`src/hw/rtl/distance_vector_route_table_assert.svh`:
```
// ----------------------------------------------------------------------------
// Assertion macros for the route table
// Immediate-free concurrent assertion wrappers, empty under synthesis.
// ----------------------------------------------------------------------------
`ifndef DISTANCE_VECTOR_ROUTE_TABLE_ASSERT_SVH
`define DISTANCE_VECTOR_ROUTE_TABLE_ASSERT_SVH
`ifndef SYNTHESIS
`define DVRT_ASSERT(lbl, clk, rstn, prop, msg) \
  lbl: assert property (@(posedge clk) disable iff (!rstn) (prop)) else $error(msg);
`define DVRT_ASSERT_NR(lbl, clk, prop, msg) \
  lbl: assert property (@(posedge clk) (prop)) else $error(msg);
`else
`define DVRT_ASSERT(lbl, clk, rstn, prop, msg)
`define DVRT_ASSERT_NR(lbl, clk, prop, msg)
`endif
`endif

```
`src/hw/rtl/dvrt_pkg.sv`:
```
// ----------------------------------------------------------------------------
// dvrt_pkg
// Shared types and codes of the route table.
// ----------------------------------------------------------------------------
`timescale 1ns / 1ps
package dvrt_pkg;
  localparam logic [1:0] FUNC_INSTALL = 2'd0;
  localparam logic [1:0] FUNC_ADVERT  = 2'd1;
  localparam logic [1:0] FUNC_TICK    = 2'd2;
  localparam logic [1:0] FUNC_SPARE   = 2'd3;  // unused code, answered ignored

  localparam logic [2:0] ST_INSERTED  = 3'd0;
  localparam logic [2:0] ST_REPLACED  = 3'd1;
  localparam logic [2:0] ST_REFRESHED = 3'd2;
  localparam logic [2:0] ST_IGNORED   = 3'd3;
  localparam logic [2:0] ST_FULL      = 3'd4;

  localparam logic [2:0] REG_COST0 = 3'd0;
  localparam logic [2:0] REG_COST1 = 3'd1;
  localparam logic [2:0] REG_COST2 = 3'd2;
  localparam logic [2:0] REG_COST3 = 3'd3;
  localparam logic [2:0] REG_STALE = 3'd4;

  localparam logic [31:0] UNREACH = 32'hFFFF_FFFF;
  localparam logic [2:0]  AGE_MAX = 3'd7;

  // classified item passed from front to back
  typedef struct packed {
    logic        tick;    // table walk and dump
    logic        ignore;  // answer ignored at once
    logic        install;
    logic [31:0] addr;
    logic [5:0]  pfx;
    logic [31:0] metric;  // cost for install, summed distance for advert
    logic [31:0] sender;
  } cmd_t;
endpackage

```
`src/hw/rtl/dvrt_front.sv`:
```
// ----------------------------------------------------------------------------
// dvrt_front
// Accepts input beats, adds link cost with saturation, queues commands.
// ----------------------------------------------------------------------------
`timescale 1ns / 1ps
module dvrt_front import dvrt_pkg::*; #(
  parameter int NUM_IFACES = 4
) (
  input  logic        clk_i,
  input  logic        rst_ni,
  input  logic        in_valid_i,
  output logic        in_ready_o,
  input  logic [1:0]  func_i,
  input  logic [1:0]  iface_i,
  input  logic [31:0] addr_i,
  input  logic [5:0]  pfx_i,
  input  logic [31:0] adv_i,
  input  logic [31:0] sender_i,
  input  logic [31:0] cost0_i,
  input  logic [31:0] cost1_i,
  input  logic [31:0] cost2_i,
  input  logic [31:0] cost3_i,
  output logic        cmd_valid_o,
  input  logic        cmd_ready_i,
  output cmd_t        cmd_o
);
  // two-entry queue
  cmd_t       mem_q [2];
  logic       wp_q, rp_q;
  logic [1:0] cnt_q;
  cmd_t       c;
  logic [31:0] cost;
  logic [32:0] sum;
  logic       push, pop;

  always_comb begin
    case (iface_i)
      2'd0:    cost = cost0_i;
      2'd1:    cost = cost1_i;
      2'd2:    cost = cost2_i;
      default: cost = cost3_i;
    endcase
    sum = {1'b0, adv_i} + {1'b0, cost};
    c = '0;
    c.addr = addr_i;
    c.pfx = pfx_i;
    c.sender = sender_i;
    c.install = (func_i == FUNC_INSTALL);
    c.tick = (func_i == FUNC_TICK);
    c.ignore = (func_i == FUNC_SPARE) ||
               ((func_i != FUNC_TICK) && ({30'd0, iface_i} >= NUM_IFACES));
    if (func_i == FUNC_INSTALL) c.metric = cost;
    else if (adv_i == UNREACH || sum >= {1'b0, UNREACH}) c.metric = UNREACH;
    else c.metric = sum[31:0];
  end

  assign in_ready_o  = (cnt_q != 2'd2);
  assign cmd_valid_o = (cnt_q != 2'd0);
  assign cmd_o       = mem_q[rp_q];
  assign push = in_valid_i && in_ready_o;
  assign pop  = cmd_valid_o && cmd_ready_i;

  always_ff @(posedge clk_i) begin
    if (push) mem_q[wp_q] <= c;
  end

  always_ff @(posedge clk_i or negedge rst_ni) begin
    if (!rst_ni) begin
      wp_q <= 1'b0; rp_q <= 1'b0; cnt_q <= 2'd0;
    end else begin
      if (push) wp_q <= ~wp_q;
      if (pop) rp_q <= ~rp_q;
      cnt_q <= cnt_q + {1'b0, push} - {1'b0, pop};
    end
  end

  `include "distance_vector_route_table_assert.svh"
  `DVRT_ASSERT(a_cnt_range, clk_i, rst_ni, cnt_q != 2'd3, "queue count out of range")
  `DVRT_ASSERT(a_no_pop_empty, clk_i, rst_ni, pop |-> cnt_q != 2'd0, "pop of empty queue")
  `DVRT_ASSERT(a_push_cnt, clk_i, rst_ni, (push && !pop) |=> cnt_q == $past(cnt_q) + 2'd1, "no rise")
endmodule

```
`src/hw/rtl/dvrt_back.sv`:
```
// ----------------------------------------------------------------------------
// dvrt_back
// Holds the table, runs lookups, updates and the tick walk, emits results.
// ----------------------------------------------------------------------------
`timescale 1ns / 1ps
module dvrt_back import dvrt_pkg::*; #(
  parameter int TABLE_DEPTH = 16
) (
  input  logic         clk_i,
  input  logic         rst_ni,
  input  logic         cmd_valid_i,
  output logic         cmd_ready_o,
  input  cmd_t         cmd_i,
  input  logic [2:0]   stale_i,
  output logic         out_valid_o,
  input  logic         out_ready_i,
  output logic [106:0] out_data_o,
  output logic         out_kind_o,
  output logic         out_last_o
);
  localparam int IW = (TABLE_DEPTH > 1) ? $clog2(TABLE_DEPTH) : 1;

  typedef enum logic [1:0] {S_IDLE, S_AGE, S_DUMP, S_OUT} state_e;
  state_e state_q;

  logic [TABLE_DEPTH-1:0] vld_q;
  logic [31:0] addr_q [TABLE_DEPTH];
  logic [5:0]  pfx_q  [TABLE_DEPTH];
  logic [31:0] dist_q [TABLE_DEPTH];
  logic [31:0] via_q  [TABLE_DEPTH];
  logic        dir_q  [TABLE_DEPTH];
  logic [2:0]  age_q  [TABLE_DEPTH];

  logic [IW-1:0] idx_q;
  logic          any_q;
  logic          ov_q, olast_q, okind_q;
  logic [106:0]  odata_q;

  // parallel key match and first free search
  logic          hit, free;
  logic [IW-1:0] hidx, fidx;
  always_comb begin
    hit = 1'b0; free = 1'b0; hidx = '0; fidx = '0;
    for (int i = TABLE_DEPTH - 1; i >= 0; i--) begin
      if (vld_q[i] && addr_q[i] == cmd_i.addr && pfx_q[i] == cmd_i.pfx) begin
        hit = 1'b1; hidx = IW'(i);
      end
      if (!vld_q[i]) begin
        free = 1'b1; fidx = IW'(i);
      end
    end
  end

  logic busy_out;
  assign busy_out = ov_q && !out_ready_i;
  assign cmd_ready_o = (state_q == S_IDLE) && !busy_out;
  assign out_valid_o = ov_q;
  assign out_data_o  = odata_q;
  assign out_kind_o  = okind_q;
  assign out_last_o  = olast_q;

  // a new beat is loaded this cycle
  logic ov_set;
  always_comb begin
    case (state_q)
      S_IDLE:  ov_set = cmd_valid_i && cmd_ready_o && !cmd_i.tick;
      S_DUMP:  ov_set = !busy_out && vld_q[idx_q];
      S_OUT:   ov_set = !busy_out && !any_q;
      default: ov_set = 1'b0;
    endcase
  end

  // dump data: {via, direct, distance, prefix, addr, valid, status}
  function automatic logic [106:0] pack_st(logic [2:0] st);
    return {104'd0, st};
  endfunction

  logic [IW-1:0] last_idx;
  assign last_idx = IW'(TABLE_DEPTH - 1);

  always_ff @(posedge clk_i) begin
    if (state_q == S_IDLE && cmd_valid_i && cmd_ready_o && !cmd_i.tick &&
        !cmd_i.ignore) begin
      if (cmd_i.install && (hit || free)) begin
        addr_q[hit ? hidx : fidx] <= cmd_i.addr;
        pfx_q[hit ? hidx : fidx]  <= cmd_i.pfx;
        dist_q[hit ? hidx : fidx] <= cmd_i.metric;
        via_q[hit ? hidx : fidx]  <= cmd_i.addr;
        dir_q[hit ? hidx : fidx]  <= 1'b1;
        age_q[hit ? hidx : fidx]  <= '0;
      end else if (!cmd_i.install && ((!hit && free) ||
                   (hit && cmd_i.metric < dist_q[hidx]))) begin
        addr_q[hit ? hidx : fidx] <= cmd_i.addr;
        pfx_q[hit ? hidx : fidx]  <= cmd_i.pfx;
        dist_q[hit ? hidx : fidx] <= cmd_i.metric;
        via_q[hit ? hidx : fidx]  <= cmd_i.sender;
        dir_q[hit ? hidx : fidx]  <= 1'b0;
        age_q[hit ? hidx : fidx]  <= '0;
      end else if (!cmd_i.install && hit && via_q[hidx] == cmd_i.sender) begin
        dist_q[hidx] <= cmd_i.metric;
        age_q[hidx]  <= '0;
      end
    end
    if (state_q == S_AGE && vld_q[idx_q] && !dir_q[idx_q]) begin
      if (age_q[idx_q] < AGE_MAX) begin
        age_q[idx_q] <= age_q[idx_q] + 3'd1;
        if (age_q[idx_q] + 3'd1 > stale_i) dist_q[idx_q] <= UNREACH;
      end else if (age_q[idx_q] > stale_i) dist_q[idx_q] <= UNREACH;
    end
  end

  logic rest;
  always_comb begin
    rest = 1'b0;
    for (int i = 0; i < TABLE_DEPTH; i++)
      if (IW'(i) > idx_q && vld_q[i]) rest = 1'b1;
  end

  always_ff @(posedge clk_i or negedge rst_ni) begin
    if (!rst_ni) begin
      state_q <= S_IDLE; vld_q <= '0; idx_q <= '0; any_q <= 1'b0;
      ov_q <= 1'b0; olast_q <= 1'b0; okind_q <= 1'b0; odata_q <= '0;
    end else begin
      if (ov_set) ov_q <= 1'b1;
      else if (out_ready_i) ov_q <= 1'b0;
      case (state_q)
        S_IDLE: begin
          if (cmd_valid_i && cmd_ready_o) begin
            if (cmd_i.tick) begin
              state_q <= S_AGE; idx_q <= '0;
            end else begin
              okind_q <= 1'b0; olast_q <= 1'b1;
              if (cmd_i.ignore) odata_q <= pack_st(ST_IGNORED);
              else if (cmd_i.install) begin
                if (hit) odata_q <= pack_st(ST_REPLACED);
                else if (free) begin
                  odata_q <= pack_st(ST_INSERTED); vld_q[fidx] <= 1'b1;
                end else odata_q <= pack_st(ST_FULL);
              end else if (!hit) begin
                if (free) begin
                  odata_q <= pack_st(ST_INSERTED); vld_q[fidx] <= 1'b1;
                end else odata_q <= pack_st(ST_FULL);
              end else if (cmd_i.metric < dist_q[hidx]) odata_q <= pack_st(ST_REPLACED);
              else if (via_q[hidx] == cmd_i.sender) odata_q <= pack_st(ST_REFRESHED);
              else odata_q <= pack_st(ST_IGNORED);
            end
          end
        end
        S_AGE: begin
          if (idx_q == last_idx) begin
            state_q <= S_DUMP; idx_q <= '0; any_q <= 1'b0;
          end else idx_q <= idx_q + 1'b1;
        end
        S_DUMP: begin
          if (!busy_out) begin
            if (vld_q[idx_q]) begin
              okind_q <= 1'b1; olast_q <= !rest; any_q <= 1'b1;
              odata_q <= {via_q[idx_q], dir_q[idx_q], dist_q[idx_q], pfx_q[idx_q],
                          addr_q[idx_q], 1'b1, ST_INSERTED};
            end
            if (idx_q == last_idx) state_q <= S_OUT;
            else idx_q <= idx_q + 1'b1;
          end
        end
        S_OUT: begin
          if (!busy_out) begin
            if (!any_q) begin
              okind_q <= 1'b1; olast_q <= 1'b1; odata_q <= '0;
            end
            state_q <= S_IDLE;
          end
        end
        default: state_q <= S_IDLE;
      endcase
    end
  end

  `include "distance_vector_route_table_assert.svh"
  `DVRT_ASSERT(a_kind_st, clk_i, rst_ni, (ov_q && !okind_q) |-> olast_q, "status beat without last")
  `DVRT_ASSERT(a_no_take_busy, clk_i, rst_ni, (state_q != S_IDLE) |-> !cmd_ready_o, "command taken while busy")
  `DVRT_ASSERT(a_hold, clk_i, rst_ni, (ov_q && !out_ready_i) |=> ov_q && $stable(odata_q), "result dropped")
endmodule

```
`src/hw/rtl/distance_vector_route_table.sv`:
```
// ----------------------------------------------------------------------------
// distance_vector_route_table
// Distance-vector route table with install, advertisement and round tick.
// ----------------------------------------------------------------------------
// Channel   Dir  Beat contents
// s_axis    in   one command: install, advertisement or tick
// m_axis    out  one status beat, or one dump beat per valid slot (one empty beat if none)
// cfg       in   write of a link cost or the stale limit
//
// Install/advertisement: the command is registered in the front queue, then
// looked up and updated in the back end, which registers the status beat.
// A tick walks every slot to age it, then walks again to dump, pausing on
// output stalls, and ends in a closing state that sends an empty beat when
// no slot was valid.
// Reset clears the valid bits at once; there is no clearing pass.
// The front queue (two commands) keeps accepting while the back end walks, until it is full.
// ----------------------------------------------------------------------------
`timescale 1ns / 1ps
module distance_vector_route_table import dvrt_pkg::*; #(
  parameter int TABLE_DEPTH = 16,
  parameter int NUM_IFACES  = 4
) (
  input  logic         clk_i,
  input  logic         rst_ni,
  input  logic         s_axis_tvalid,
  output logic         s_axis_tready,
  // func[1:0], iface_index[3:2], net_addr[35:4], prefix[41:36],
  // adv_distance[73:42], sender_addr[105:74]
  input  logic [111:0] s_axis_tdata,
  output logic         m_axis_tvalid,
  input  logic         m_axis_tready,
  // status[2:0], entry_valid[3], entry_addr[35:4], entry_prefix[41:36],
  // entry_distance[73:42], entry_direct[74], entry_via[106:75]
  output logic [111:0] m_axis_tdata,
  // result_kind[0]
  output logic         m_axis_tuser,
  output logic         m_axis_tlast,
  input  logic         cfg_we_i,
  input  logic [2:0]   cfg_idx_i,
  input  logic [31:0]  cfg_data_i
);
  logic [31:0] cost_q [4];
  logic [2:0]  stale_q;

  always_ff @(posedge clk_i or negedge rst_ni) begin
    if (!rst_ni) begin
      for (int i = 0; i < 4; i++) cost_q[i] <= 32'd1;
      stale_q <= 3'd3;
    end else if (cfg_we_i) begin
      case (cfg_idx_i)
        REG_COST0: cost_q[0] <= cfg_data_i;
        REG_COST1: cost_q[1] <= cfg_data_i;
        REG_COST2: cost_q[2] <= cfg_data_i;
        REG_COST3: cost_q[3] <= cfg_data_i;
        REG_STALE: stale_q <= cfg_data_i[2:0];
        default: ;
      endcase
    end
  end

  cmd_t         cmd;
  logic         cmd_valid, cmd_ready;
  logic [106:0] odata;

  dvrt_front #(.NUM_IFACES(NUM_IFACES)) u_front (
    .clk_i, .rst_ni,
    .in_valid_i(s_axis_tvalid), .in_ready_o(s_axis_tready),
    .func_i(s_axis_tdata[1:0]), .iface_i(s_axis_tdata[3:2]),
    .addr_i(s_axis_tdata[35:4]), .pfx_i(s_axis_tdata[41:36]),
    .adv_i(s_axis_tdata[73:42]), .sender_i(s_axis_tdata[105:74]),
    .cost0_i(cost_q[0]), .cost1_i(cost_q[1]), .cost2_i(cost_q[2]),
    .cost3_i(cost_q[3]),
    .cmd_valid_o(cmd_valid), .cmd_ready_i(cmd_ready), .cmd_o(cmd)
  );

  dvrt_back #(.TABLE_DEPTH(TABLE_DEPTH)) u_back (
    .clk_i, .rst_ni,
    .cmd_valid_i(cmd_valid), .cmd_ready_o(cmd_ready), .cmd_i(cmd),
    .stale_i(stale_q),
    .out_valid_o(m_axis_tvalid), .out_ready_i(m_axis_tready),
    .out_data_o(odata), .out_kind_o(m_axis_tuser), .out_last_o(m_axis_tlast)
  );

  // odata order from bit 0: status, valid, addr, prefix, distance, direct, via
  assign m_axis_tdata = {5'd0, odata};
endmodule

```
`config.mk`:
```
export PLATFORM = sky130hd
export DESIGN_NAME = distance_vector_route_table
export DESIGN_NICKNAME = d
export VERILOG_FILES = /design/src/hw/rtl/dvrt_pkg.sv /design/src/hw/rtl/dvrt_front.sv /design/src/hw/rtl/dvrt_back.sv /design/src/hw/rtl/distance_vector_route_table.sv
export VERILOG_INCLUDE_DIRS = /design/src /design/src/hw/rtl
export SDC_FILE = /design/constraint.sdc
export NUM_CORES = 2
export LEC_CHECK = 0
export ABC_AREA = 1
export BUFFER_PORTS_ARGS = -buffer_cell sky130_fd_sc_hd__clkbuf_2
export CAP_MARGIN = 10
export CELL_PAD_IN_SITES_DETAIL_PLACEMENT = 0
export CELL_PAD_IN_SITES_GLOBAL_PLACEMENT = 2
export CORE_MARGIN = 2
export CORE_UTILIZATION = 39
export CTS_CLUSTER_DIAMETER = 30
export DETAILED_ROUTE_END_ITERATION = 16
export HOLD_SLACK_MARGIN = 0.08
export PLACE_DENSITY_LB_ADDON = 0.3
export RECOVER_POWER = 25
export REMOVE_ABC_BUFFERS = 1
export SYNTH_ARGS = -nofsm -noshare
export SYNTH_HDL_FRONTEND = slang
export SYNTH_SLANG_ARGS = --single-unit
```
`constraint.sdc`:
```
create_clock -name clk_i -period 15 [get_ports clk_i]
set_input_delay 3 -clock clk_i [delete_from_list [all_inputs] [get_ports clk_i]]
set_output_delay 3 -clock clk_i [all_outputs]
set_load 0.01 [all_outputs]
```
==> results.ini <==
[critical_path]
max_stage_delay_ns = 1.66
crit_path_top_delay_cell = clkbuf_1
worst-r2r-cell-count = 33
crit_path_frequent_cell = nand2_1
r2r-start = u_front.rp_q
rr_endpoint = u_back.dist_q[0][15]
critPathTopFamily = simple AND/OR/NAND/NOR gates
path_class = reg -> reg
arrival_ns = 13.81
crit_path_end_kind = flop
critPathMaxFanout = 135
r2r_slack_ns = 1.83
required_ns = 15.64
crit_buf_inv = 6
start_kind = flop

[placed_design]
place_hpwl_um = 257000
port_buffers = 256
dpl_cell_area_um2 = 113000
gp_congestion = 0.958

[sta]
rsz0062_at_grt = no
fmax_mhz = 75.9
setup_viol = 0
fin_tns_setup_ns = 0
layout_min_cycle_time_ns = 13.17
hold_viol = 0
slew_viol_final = 563
worst_pin_slew_ns = 3.52
max_slew_margin_pct = -134
period_share_pct = 87.8
skew_ns = 0.0743

[detailed_routing]
wl_um = 419000
wl_per_cell_um = 26.8
antenna_left = 0
vias_per_cell = 5.74
drc = 0
drtIter0Drc = 11051
firstDrtPassIters = 9
num_vias = 89918

[floorplanning]
start_util_pct = 39.3
die_w_um = 529
die_area_um2 = 280000
die_h_um = 529
num_rows = 192
io_pins = 268
coreArea_um2 = 274000

[synth]
syn_inst = 11210
ys_seq_area_share_pct = 59.4
synth_top_flop_cell = edfxtp_1
yosysTopAreaCellShare_pct = 53.2
ys_seq_elements = 2174
yosys_warnings = 0
yosysUniqueCellTypes = 67
ys_top_cells_by_area = edfxtp_1 (53%), o21ai_0 (8.3%), nand2_1 (7.9%), dfrtp_1 (6.1%), a21oi_1 (3.6%)
synth_area_um2 = 108000
synthTopCellsByCount = nand2_1 (2252), edfxtp_1 (1906), o21ai_0 (1783), inv_1 (934), a21oi_1 (773)
synth.most_common_cell = nand2_1
yosysTopAreaCell = edfxtp_1
synthArstFlopShare_pct = 12.3
synth_edf_count = 1906
synth.avg_cell_area_um2 = 9.60

[global_routing]
antenna_found_initial = 19
grt_max_degree = 199
grt_pass1_vias = 85184
track_usage_pct = 29.0
grt_pass1_wl_um = 594000
grt_remaining_overflow = 0

[cells_and_area]
fin_area_um2 = 131000
final_nets = 11759
synthToLayoutAreaGrowth_pct = 21.7
seq_area_um2 = 64000
nFillCells = 25202
drive_above_1_share_pct = 12.5
multi_input_area_um2 = 37300

[power]
leakagePower_nw = 52.1
p_per_area_nw_per_um2 = 211
ir_drop_v = 0.000165

[clock_network]
htree_levels = 6
cts_root_buf = clkbuf_16
clock_path_buffers = 4
cts_resized = 0
ctsHoldBuffers = 0
clkLatencyLatePin_ns = 1.03
cts_setup_buffers = 0
cts_tree = done
clk_pin_slew_ns = 0.04
cts_buffers = 552
clock_sinks = 2174

[run_status]
violations = max-capacitance violations, max-slew violations
status = complete, but fails checks

[min_path]
min_from = cost_q[2]
hold_end = cost_q[2]
hp-class = reg -> reg
worstHoldPathCells = 2

[run]
max_cap_viol_count = 12

area by class of cell:
| class | instances | share of cell area, % |
|---|---|---|
| flip-flops and latches | 2174 | 48.8 |
| multi-input cells | 7370 | 28.4 |
| clock buffers | 667 | 11.0 |
| well taps | 3686 | 3.52 |
| clock inverters | 346 | 3.18 |
| inverters | 953 | 2.77 |
| repair buffers | 476 | 2.23 |
| diodes | 5 | 0.00955 |
cell usage in the layout, fill, tap and decap left out, types with 96 or more instances in the layout:
| cell type | n |
|---|---|
| edfxtp_1 | 1906 |
| dfrtp_1 | 259 |
| o21ai_1 | 113 |
| xor2_1 | 140 |
| nor2_1 | 690 |
| a21oi_1 | 772 |
| clkbuf_16 | 556 |
| clkinv_2 | 97 |
| o21ai_0 | 1783 |
| or2_2 | 141 |
| o22ai_1 | 168 |
| xnor2_1 | 125 |
| clkbuf_1 | 175 |
| a22o_1 | 107 |
| nand3_1 | 307 |
| inv_1 | 932 |
| buf_4 | 192 |
| nand2_1 | 2256 |
| a31oi_1 | 178 |
| a221oi_1 | 96 |
| clkbuf_2 | 191 |
kinds of logic after synthesis:
group           after synthesis  share of synthesized area [%]
other cells                   1                        0.00348
mux                          15                          0.139
buf+inv                    1670                           6.28
xor+xnor                    265                           2.16
fa+ha+maj                    80                          0.937
compound gates             3359                           17.1
simple gates               3646                           14.0
flops                      2174                           59.4
state kept, by name (all words and copies together) (netlist names), 3 cells and up:
name,cells
cost_q,128
stale_q,3
u_back.addr_q,512
u_back.age_q,48
u_back.dir_q,16
u_back.dist_q,512
u_back.idx_q,4
u_back.out_data_o,107
u_back.pfx_q,96
u_back.via_q,512
u_back.vld_q,16
u_front.mem_q,210
routing by layer:
layer | GRT usage [%] | part of all wire (%) | vias to the layer above
li1 | - | - | 40080
met1 | 40.8 | 43 | 44379
met2 | 44.1 | 44 | 4600
met3 | 5.29 | 9.0 | 853
met4 | 11.8 | 4.1 | 6
met5 | 0 | 0.019 | -
worst register-to-register path, delay by kind of cell (launching register included):
kind | cells | cell delay (ns)
AO/OA/AOI/OAI | 1 | 0.11
AND/OR/NAND/NOR | 24 | 6.03
XOR/XNOR | 2 | 0.44
buffers and inverters | 6 | 5.11
flip-flops | 1 | 1.18
worst max path at each step:
stage	start	endpoint	slack, ns	depth (start not counted)
after global routing	u_front.rp_q	u_back.dist_q[0][15]	1.22	33
final	u_front.rp_q	u_back.dist_q[0][15]	1.83	33
after detailed placement	u_front.rp_q	u_back.dist_q[0][27]	3.18	36
after CTS	u_front.rp_q	u_back.dist_q[0][15]	3.13	36
after floorplan	u_back.idx_q[0]	u_back.dist_q[0][0]	-22.07	20
after global placement	u_front.rp_q	u_back.dist_q[0][27]	3.18	36
metrics by stage:
step	util [%]	hold slack [ns]	instances	setup slack [ns]	total power [W]
global placement	41.1	0.460	14658	3.18	0.0158
detailed placement	41.1	0.468	14659	3.18	0.0159
floorplan	-	0.448	10497	-22.07	0.0125
finish	47.8	0.473	15677	1.83	0.0277
CTS	47.9	0.478	15672	3.13	0.0277
global route	47.8	0.495	15674	1.22	0.0287
where the power goes:
| group | leakage (nW) | total, W | internal (W) | switching, W |
|---|---|---|---|---|
| combinational | 22.5 | 0.00751 | 0.00172 | 0.00579 |
| clock | 8.98 | 0.0118 | 0.00789 | 0.00388 |
| sequential | 20.6 | 0.00840 | 0.00813 | 0.000276 |
| total | 52.1 | 0.0277 | 0.0177 | 0.00995 |
No activity file was read; power rests on OpenSTA's default activity.
